File: src/rtl/ecdv_pkg.sv
// Package for the EAN check digit verifier: transfer types and constants.
`timescale 1ns / 1ps

package ecdv_pkg;

    localparam int unsigned HIST_DEPTH = 13;
    localparam logic [4:0]  COUNT_MAX  = 5'd31;
    localparam logic [6:0]  SUM_MAX    = 7'd127;
    localparam logic [4:0]  EAN8_MAX   = 5'd8;
    localparam logic [4:0]  EAN13_LEN  = 5'd13;

    // three-digit prefixes
    localparam logic [10:0] PREFIX_BG     = 11'd380;
    localparam logic [10:0] PREFIX_IE     = 11'd539;
    localparam logic [10:0] PREFIX_PT     = 11'd560;
    localparam logic [10:0] PREFIX_VE     = 11'd759;
    localparam logic [10:0] PREFIX_CU     = 11'd850;
    localparam logic [10:0] PREFIX_IN     = 11'd890;
    localparam logic [10:0] PREFIX_UK_LO  = 11'd500;
    localparam logic [10:0] PREFIX_UK_HI  = 11'd509;
    localparam logic [10:0] PREFIX_NO_LO  = 11'd700;
    localparam logic [10:0] PREFIX_NO_HI  = 11'd709;
    localparam logic [10:0] PREFIX_US_HI  = 11'd19;

    // country codes
    localparam logic [3:0] CTRY_NONE = 4'd0;
    localparam logic [3:0] CTRY_BG   = 4'd1;
    localparam logic [3:0] CTRY_IE   = 4'd2;
    localparam logic [3:0] CTRY_PT   = 4'd3;
    localparam logic [3:0] CTRY_VE   = 4'd4;
    localparam logic [3:0] CTRY_CU   = 4'd5;
    localparam logic [3:0] CTRY_IN   = 4'd6;
    localparam logic [3:0] CTRY_UK   = 4'd7;
    localparam logic [3:0] CTRY_NO   = 4'd8;
    localparam logic [3:0] CTRY_US   = 4'd9;

    typedef struct packed {
        logic [3:0] digit;
        logic       last_digit;
    } digit_t;

    typedef struct packed {
        logic       check_ok;
        logic       is_ean13;
        logic [3:0] expected_check;
        logic [3:0] country;
        logic       too_long;
    } result_t;

endpackage

File: src/rtl/ean_check_digit_verifier_core.sv
// EAN-8 / EAN-13 check digit verifier: digit accumulation, snapshot and result stages.
`timescale 1ns / 1ps

// Takes one digit per cycle while digit_stall is low, most significant first;
// last_digit marks the check digit. Digit counts, parity sums and a 13-deep
// digit history update in the cycle of each transfer, so a new digit (or a new
// code) can follow every cycle when not stalled. The transfer of a marked digit
// captures a snapshot of the code; the weighted sum, mod-10 reduction and country
// lookup run between that snapshot register and the result register, from which
// the result is offered. Sustained rate: one digit per cycle unless stalled. The
// result register frees the snapshot stage while a result waits, so digit_stall
// only rises when both a finished result and a pending snapshot are held.
module ean_check_digit_verifier_core (
    input  logic              clk,
    input  logic              rst_n,
    input  logic              digit_valid,
    output logic              digit_stall,
    input  ecdv_pkg::digit_t  digit_data,
    output logic              result_valid,
    input  logic              result_stall,
    output ecdv_pkg::result_t result_data
);

    // accumulation state
    logic [4:0] count_reg;
    logic [6:0] sum_even_reg;
    logic [6:0] sum_odd_reg;
    logic [3:0] hist_reg [ecdv_pkg::HIST_DEPTH];

    logic [4:0] count_next;
    logic [6:0] sum_even_next;
    logic [6:0] sum_odd_next;
    logic [3:0] hist_next [ecdv_pkg::HIST_DEPTH];

    // snapshot stage
    logic       snap_valid_reg;
    logic [4:0] snap_n_reg;
    logic [6:0] snap_even_reg;
    logic [6:0] snap_odd_reg;
    logic [3:0] snap_check_reg;
    logic [3:0] snap_p0_reg;
    logic [3:0] snap_p1_reg;
    logic [3:0] snap_p2_reg;

    // result stage
    logic              result_valid_reg;
    ecdv_pkg::result_t result_reg;
    ecdv_pkg::result_t result_next;

    logic       out_free;
    logic       digit_xfer;
    logic [4:0] n_code;
    logic [7:0] add_even;
    logic [7:0] add_odd;

    logic [6:0]  w3;
    logic [6:0]  w1;
    logic [8:0]  wsum;
    logic [16:0] recip_prod;
    logic [5:0]  quot;
    logic [8:0]  quot_x10;
    logic [8:0]  rem_full;
    logic [3:0]  rem;
    logic [3:0]  expect_digit;
    logic [10:0] prefix;
    logic [3:0]  country_code;
    logic        too_long;
    logic        is13;

    assign out_free    = !result_valid_reg || !result_stall;
    assign digit_stall = snap_valid_reg && !out_free;
    assign digit_xfer  = digit_valid && !digit_stall;

    assign n_code   = (count_reg < ecdv_pkg::COUNT_MAX) ? count_reg + 5'd1 : ecdv_pkg::COUNT_MAX;
    assign add_even = {1'b0, sum_even_reg} + {4'b0, digit_data.digit};
    assign add_odd  = {1'b0, sum_odd_reg} + {4'b0, digit_data.digit};

    always_comb
    begin
        count_next    = count_reg;
        sum_even_next = sum_even_reg;
        sum_odd_next  = sum_odd_reg;
        for (int i = 0; i < ecdv_pkg::HIST_DEPTH; i++)
        begin
            hist_next[i] = hist_reg[i];
        end
        if (digit_xfer)
        begin
            if (digit_data.last_digit)
            begin
                count_next    = '0;
                sum_even_next = '0;
                sum_odd_next  = '0;
                for (int i = 0; i < ecdv_pkg::HIST_DEPTH; i++)
                begin
                    hist_next[i] = '0;
                end
            end
            else
            begin
                for (int i = 0; i < ecdv_pkg::HIST_DEPTH - 1; i++)
                begin
                    hist_next[i] = hist_reg[i + 1];
                end
                hist_next[ecdv_pkg::HIST_DEPTH - 1] = digit_data.digit;
                if (!count_reg[0])
                begin
                    sum_even_next = add_even[7] ? ecdv_pkg::SUM_MAX : add_even[6:0];
                end
                else
                begin
                    sum_odd_next = add_odd[7] ? ecdv_pkg::SUM_MAX : add_odd[6:0];
                end
                count_next = n_code;
            end
        end
    end

    always_ff @(posedge clk or negedge rst_n)
    begin
        if (!rst_n)
        begin
            count_reg    <= '0;
            sum_even_reg <= '0;
            sum_odd_reg  <= '0;
            for (int i = 0; i < ecdv_pkg::HIST_DEPTH; i++)
            begin
                hist_reg[i] <= '0;
            end
        end
        else
        begin
            count_reg    <= count_next;
            sum_even_reg <= sum_even_next;
            sum_odd_reg  <= sum_odd_next;
            for (int i = 0; i < ecdv_pkg::HIST_DEPTH; i++)
            begin
                hist_reg[i] <= hist_next[i];
            end
        end
    end

    // snapshot: prefix digits are the history as it stands before the check digit
    always_ff @(posedge clk or negedge rst_n)
    begin
        if (!rst_n)
        begin
            snap_valid_reg <= 1'b0;
        end
        else if (digit_xfer && digit_data.last_digit)
        begin
            snap_valid_reg <= 1'b1;
        end
        else if (out_free)
        begin
            snap_valid_reg <= 1'b0;
        end
    end

    always_ff @(posedge clk)
    begin
        if (digit_xfer && digit_data.last_digit)
        begin
            snap_n_reg     <= n_code;
            snap_even_reg  <= sum_even_reg;
            snap_odd_reg   <= sum_odd_reg;
            snap_check_reg <= digit_data.digit;
            snap_p0_reg    <= hist_reg[1];
            snap_p1_reg    <= hist_reg[2];
            snap_p2_reg    <= hist_reg[3];
        end
    end

    // weight 3 falls on the parity next to the check digit
    assign w3   = snap_n_reg[0] ? snap_odd_reg : snap_even_reg;
    assign w1   = snap_n_reg[0] ? snap_even_reg : snap_odd_reg;
    assign wsum = {1'b0, w3, 1'b0} + {2'b0, w3} + {2'b0, w1};

    // x mod 10 via x * 205 >> 11, exact for x below 1029
    assign recip_prod   = {8'b0, wsum} * 17'd205;
    assign quot         = recip_prod[16:11];
    assign quot_x10     = {quot, 3'b0} + {2'b0, quot, 1'b0};
    assign rem_full     = wsum - quot_x10;
    assign rem          = rem_full[3:0];
    assign expect_digit = (rem == 4'd0) ? 4'd0 : 4'd10 - rem;

    assign prefix = ({7'b0, snap_p0_reg} * 11'd100) + ({7'b0, snap_p1_reg} * 11'd10)
                  + {7'b0, snap_p2_reg};

    always_comb
    begin
        priority if (prefix == ecdv_pkg::PREFIX_BG)
            country_code = ecdv_pkg::CTRY_BG;
        else if (prefix == ecdv_pkg::PREFIX_IE)
            country_code = ecdv_pkg::CTRY_IE;
        else if (prefix == ecdv_pkg::PREFIX_PT)
            country_code = ecdv_pkg::CTRY_PT;
        else if (prefix == ecdv_pkg::PREFIX_VE)
            country_code = ecdv_pkg::CTRY_VE;
        else if (prefix == ecdv_pkg::PREFIX_CU)
            country_code = ecdv_pkg::CTRY_CU;
        else if (prefix == ecdv_pkg::PREFIX_IN)
            country_code = ecdv_pkg::CTRY_IN;
        else if (prefix >= ecdv_pkg::PREFIX_UK_LO && prefix <= ecdv_pkg::PREFIX_UK_HI)
            country_code = ecdv_pkg::CTRY_UK;
        else if (prefix >= ecdv_pkg::PREFIX_NO_LO && prefix <= ecdv_pkg::PREFIX_NO_HI)
            country_code = ecdv_pkg::CTRY_NO;
        else if (prefix <= ecdv_pkg::PREFIX_US_HI)
            country_code = ecdv_pkg::CTRY_US;
        else
            country_code = ecdv_pkg::CTRY_NONE;
    end

    assign too_long = snap_n_reg > ecdv_pkg::EAN13_LEN;
    assign is13     = snap_n_reg > ecdv_pkg::EAN8_MAX;

    always_comb
    begin
        result_next.is_ean13 = is13;
        result_next.too_long = too_long;
        if (too_long)
        begin
            result_next.check_ok       = 1'b0;
            result_next.expected_check = 4'd0;
            result_next.country        = ecdv_pkg::CTRY_NONE;
        end
        else
        begin
            result_next.check_ok       = (expect_digit == snap_check_reg);
            result_next.expected_check = expect_digit;
            result_next.country        = is13 ? country_code : ecdv_pkg::CTRY_NONE;
        end
    end

    always_ff @(posedge clk or negedge rst_n)
    begin
        if (!rst_n)
        begin
            result_valid_reg <= 1'b0;
        end
        else if (snap_valid_reg && out_free)
        begin
            result_valid_reg <= 1'b1;
        end
        else if (!result_stall)
        begin
            result_valid_reg <= 1'b0;
        end
    end

    always_ff @(posedge clk)
    begin
        if (snap_valid_reg && out_free)
        begin
            result_reg <= result_next;
        end
    end

    assign result_valid = result_valid_reg;
    assign result_data  = result_reg;

`ifndef SYNTHESIS
    a_state_cleared: assert property (@(posedge clk) disable iff (!rst_n)
        (digit_xfer && digit_data.last_digit)
            |=> (count_reg == 5'd0 && sum_even_reg == 7'd0 && sum_odd_reg == 7'd0))
        else $error("code state not cleared after check digit");

    a_too_long_zero: assert property (@(posedge clk) disable iff (!rst_n)
        (result_valid && result_data.too_long)
            |-> (result_data.is_ean13 && !result_data.check_ok
                 && result_data.expected_check == 4'd0
                 && result_data.country == ecdv_pkg::CTRY_NONE))
        else $error("overlong code result fields not cleared");

    a_ean8_no_country: assert property (@(posedge clk) disable iff (!rst_n)
        (result_valid && !result_data.is_ean13) |-> (result_data.country == ecdv_pkg::CTRY_NONE))
        else $error("country reported for EAN-8");

    a_check_range: assert property (@(posedge clk) disable iff (!rst_n)
        result_valid |-> (result_data.expected_check <= 4'd9))
        else $error("expected check digit out of range");

    a_snap_drains: assert property (@(posedge clk) disable iff (!rst_n)
        (snap_valid_reg && out_free) |=> result_valid_reg)
        else $error("snapshot advanced without producing a result");
`endif

endmodule
File: config.mk
export PLATFORM = sky130hd
export DESIGN_NAME = ean_check_digit_verifier_core
export DESIGN_NICKNAME = d
export VERILOG_FILES = /design/src/rtl/ecdv_pkg.sv /design/src/rtl/ean_check_digit_verifier_core.sv
export SDC_FILE = /design/constraint.sdc
export NUM_CORES = 1
export LEC_CHECK = 0
export BUFFER_PORTS_ARGS = -buffer_cell sky130_fd_sc_hd__buf_2
export CORE_ASPECT_RATIO = 0.5
export CORE_MARGIN = 2
export CORE_UTILIZATION = 52
export DETAILED_ROUTE_END_ITERATION = 8
export GPL_ROUTABILITY_DRIVEN = 0
export PLACE_DENSITY = 0.71
export SKIP_CTS_REPAIR_TIMING = 1
export SYNTH_ARGS = -nofsm -noshare
export SYNTH_HDL_FRONTEND = slang
export SYNTH_SLANG_ARGS = --single-unit
File: constraint.sdc
create_clock -name clk -period 8.3 [get_ports clk]
set_input_delay 1.245 -clock clk [delete_from_list [all_inputs] [get_ports clk]]
set_output_delay 1.245 -clock clk [all_outputs]
set_load 0.02 [all_outputs]
==> reports/summary.log <==
[status] status finished with violations
[status] failing checks setup timing
[place] placed inst area 8200 µm²
[worst_setup_path] R2R cell count 33
[drt] post-detailed-route via-to-cell ratio 5.52
[drt] DR DRC count 0
[worst_setup_path] crit path launch snap_n_reg[0]
[die] effective utilization at floorplan 0.536
[timing] worst-case headroom to the max-slew limit 0.193
[timing] Final min period 8.34 ns
[finish] number of nets in the layout 921
[finish] # fillers 1,159
[drt] wire per inst 15.6 µm
[worst_setup_path] largest fanout on the critical path 6
[synth] Netlist cell types 67
[timing] slew at the pin with the worst max-slew slack 1.21 ns
[worst_setup_path] delay of the slowest cell on the worst path 0.52 ns
[worst_setup_path] type of destination of the critical path flop
[cts] cell at the root of the clock tree clkbuf_16
[synth] flop and latch count out of synthesis 115
[worst_setup_path] logic depth of the worst setup path including buffers 33
[drt] final wirelength 15.9 mm
[worst_setup_path] end point of the critical path result_data[10]
[global_route] global route total overflow 0
[cts] number of H-tree levels 4
[timing] highest clock rate 120 MHz
[global_route] pin count of the biggest net entering global routing 70
[finish] fin area 9050 µm²
[finish] area overhead of the layout relative to synthesis 16.1%
[worst_setup_path] Crit path top cell by count fa_1
[drt] post-route antenna net violation count 0
[global_route] number of antenna violations at the first check in global routing 1
[run] Max Cap Viol 0
[min_path] class of the tightest hold or removal check reg2reg
[synth] leading register cell type out of synthesis dfrtp_1
[synth] share of flip-flops with an asynchronous set or reset after synthesis 0.600
[drt] via total after detailed routing 5,617
[worst_setup_path] endpoint of the worst-slack reg-to-reg timing path result_data[10]
[synth] net count of the mapped netlist 874
[worst_setup_path] CP Buf/Inv Count 5
[timing] maximum clock skew at final layout 0.0125 ns
[timing] Final Max Slew Viols 0
[cts] worst skew pair latency 0.41 ns
[timing] RSZ-0062 raised after global routing true
[cts] total number of clock tree sinks 115
[cts] TritonCTS Buffers 17
[finish] flip-flop count of the largest register after layout 48
[finish] antenna diode count 0
[worst_setup_path] flop2flop setup slack -0.04 ns
[synth] Post-synth EDFFs 46
[worst_setup_path] Top Family by Delay on Critical Path adder cells
[synth] sequential area share after synthesis 0.399
[worst_setup_path] data required time of the worst path 8.52 ns
[synth] ranking of synthesized cells by area dfrtp_1 (22%), edfxtp_1 (18%), ha_1 (12%), fa_1 (7.2%), nand2_1 (5.7%)
[die] total I/O pin count 22
[min_path] Hold Path Cell Cnt 0
[drt] number of DRC markers after the initial detailed-route iteration 401
[synth] biggest area consumer among synthesized cells dfrtp_1
[synth] post-synthesis instance area 7790 µm²
[synth] synthesized instance count 760
[timing] final setup vio count 1
[drt] count of TritonRoute iterations in the first routing pass 4
[min_path] hold path startpoint hist_reg[46]
[place] hpwl dp 10.8 mm
[die] num rows 31
[die] chip height 90.6 µm
[cts] CTS max path bufs 2
[global_route] wire length of the first global-routing pass 26.3 mm
[die] Chip Width 177 µm
[global_route] combined global-route utilization of all metal layers 0.207
[die] core outline area 14,500 µm²
[synth] Mapped Avg Cell Area 10.3 µm²
[timing] share of the clock period used by the worst path 1.00
[timing] endpoints failing hold 0
[worst_setup_path] Arrival @ worst endpoint 8.56 ns
[finish] fraction of final layout cells with drive strength greater than 1 0.161
[worst_setup_path] worst flop-to-flop path startpoint snap_n_reg[0]
[place] PortBufs 21
[worst_setup_path] startpoint-to-endpoint class of the critical path reg2reg
[synth] area share of the largest cell type after synthesis 0.222
[worst_setup_path] master of the slowest instance on the critical path fa_1
[timing] crit path setup slack, layout -0.0353 ns
[worst_setup_path] critical path launch point type flop
[global_route] number of global-route vias before repair 5,528
[die] area of the die 16,000 µm²
[cts] Clock transition at path regs 0.06 ns
[cts] clock tree from TritonCTS yes
[synth] synth warn 0
==> cell usage in the layout (no fill, tap or decap), types with 6 or more instances in the layout <==
cell       synthesis  layout
nor2_1            18      18
a31oi_1            8       8
inv_1             76      71
nand3b_1          49      49
o21ai_0           11       9
xnor2_1           27      26
clkbuf_16          0      19
a21o_1            13      13
xor2_1             9       9
a21oi_1           29      26
a22o_1             8       8
nor3_1             9       8
mux2i_1            7       7
a211oi_1           7       6
fa_1              28      27
ha_1              77      72
nand2b_1          10      10
edfxtp_1          46      46
buf_4              0      29
dfrtp_1           69      69
nand3_1           10      10
nand2_1          119     118
o21bai_1           6       6
buf_2              0      21
==> cell type report <==
| cell class | count | area [µm²] | share of cell area |
|---|---|---|---|
| Clock inverter | 11 | 82.6 | 0.00912 |
| Multi-Input combinational cell | 543 | 4460 | 0.492 |
| Timing Repair Buffer | 54 | 368 | 0.0406 |
| Inverter | 76 | 285 | 0.0315 |
| Sequential cell | 115 | 3110 | 0.343 |
| Clock buffer | 21 | 503 | 0.0556 |
| Tap cell | 198 | 248 | 0.0274 |
==> worst register-to-register path: cells and delay by family (launching register included) <==
family                   cells  cell delay [ns]
adder cells (fa/ha/maj)      9             3.40
AND/OR/NAND/NOR              6             1.42
multiplexers                 2             0.60
flip-flops                   1             0.51
AO/OA/AOI/OAI                9             1.42
XOR/XNOR                     2             0.46
buffers and inverters        5             0.38
==> per-layer routing <==
metal  routed length (µm)  GRT usage  vias up  part of all wire
li1                     -          -     2760                 -
met3                  479     0.0429       19             0.030
met1                 7580      0.283     2740              0.48
met4                  181     0.0558        2             0.011
met2                 7610      0.335       96              0.48
met5                   13          0        -           0.00082
==> per-stage QoR <==
stage,setup slack [ns],setup TNS (ns),util,hold slack [ns],instances
floorplan,0.00515,0,-,0.425,760
global placement,-0.0414,-0.0414,0.564,0.437,972
detailed placement,-0.257,-0.257,0.564,0.434,972
CTS,-0.263,-0.263,0.604,0.448,1004
global route,-0.356,-0.356,0.622,0.458,1018
finish,-0.0353,-0.0353,0.622,0.448,1018
==> Yosys cell counts, types with 3 or more instances <==
library cell	n
nand2_1	119
ha_1	77
inv_1	76
dfrtp_1	69
nand3b_1	49
edfxtp_1	46
a21oi_1	29
fa_1	28
xnor2_1	27
clkbuf_1	25
nor2_1	18
a21o_1	13
o21ai_0	11
mux2_2	10
nand2b_1	10
nand3_1	10
nor3_1	9
xor2_1	9
a22o_1	8
a31oi_1	8
a211oi_1	7
mux2i_1	7
nor4_1	6
o21bai_1	6
nor2b_1	5
nor3b_1	5
or3_1	5
and2_1	4
nand4_1	4
o211a_1	4
o21a_1	4
a21boi_0	3
a22oi_1	3
a41oi_1	3
or2_2	3
==> how the worst min path moves through the flow <==
| stage | end | slack [ns] |
|---|---|---|
| floorplan | snap_p0_reg[0] | 0.42 |
| global placement | snap_p0_reg[0] | 0.44 |
| CTS | snap_p0_reg[2] | 0.45 |
| detailed placement | snap_p0_reg[0] | 0.43 |
| finish | snap_p0_reg[2] | 0.45 |
| global route | snap_p0_reg[2] | 0.46 |
==> cell families (layout without fill, tap and decap cells) <==
group	Yosys count	after routing	synth area share
simple gates	259	259	0.173
compound gates	124	124	0.114
flops	115	115	0.399
fa+ha+maj	105	105	0.196
buf+inv	102	162	0.0501
xor+xnor	38	38	0.0454
mux	17	17	0.0234
Power is left out: the tool's default activity adds up to more than one toggle a clock period on the data nets, which glitch-free logic cannot reach.
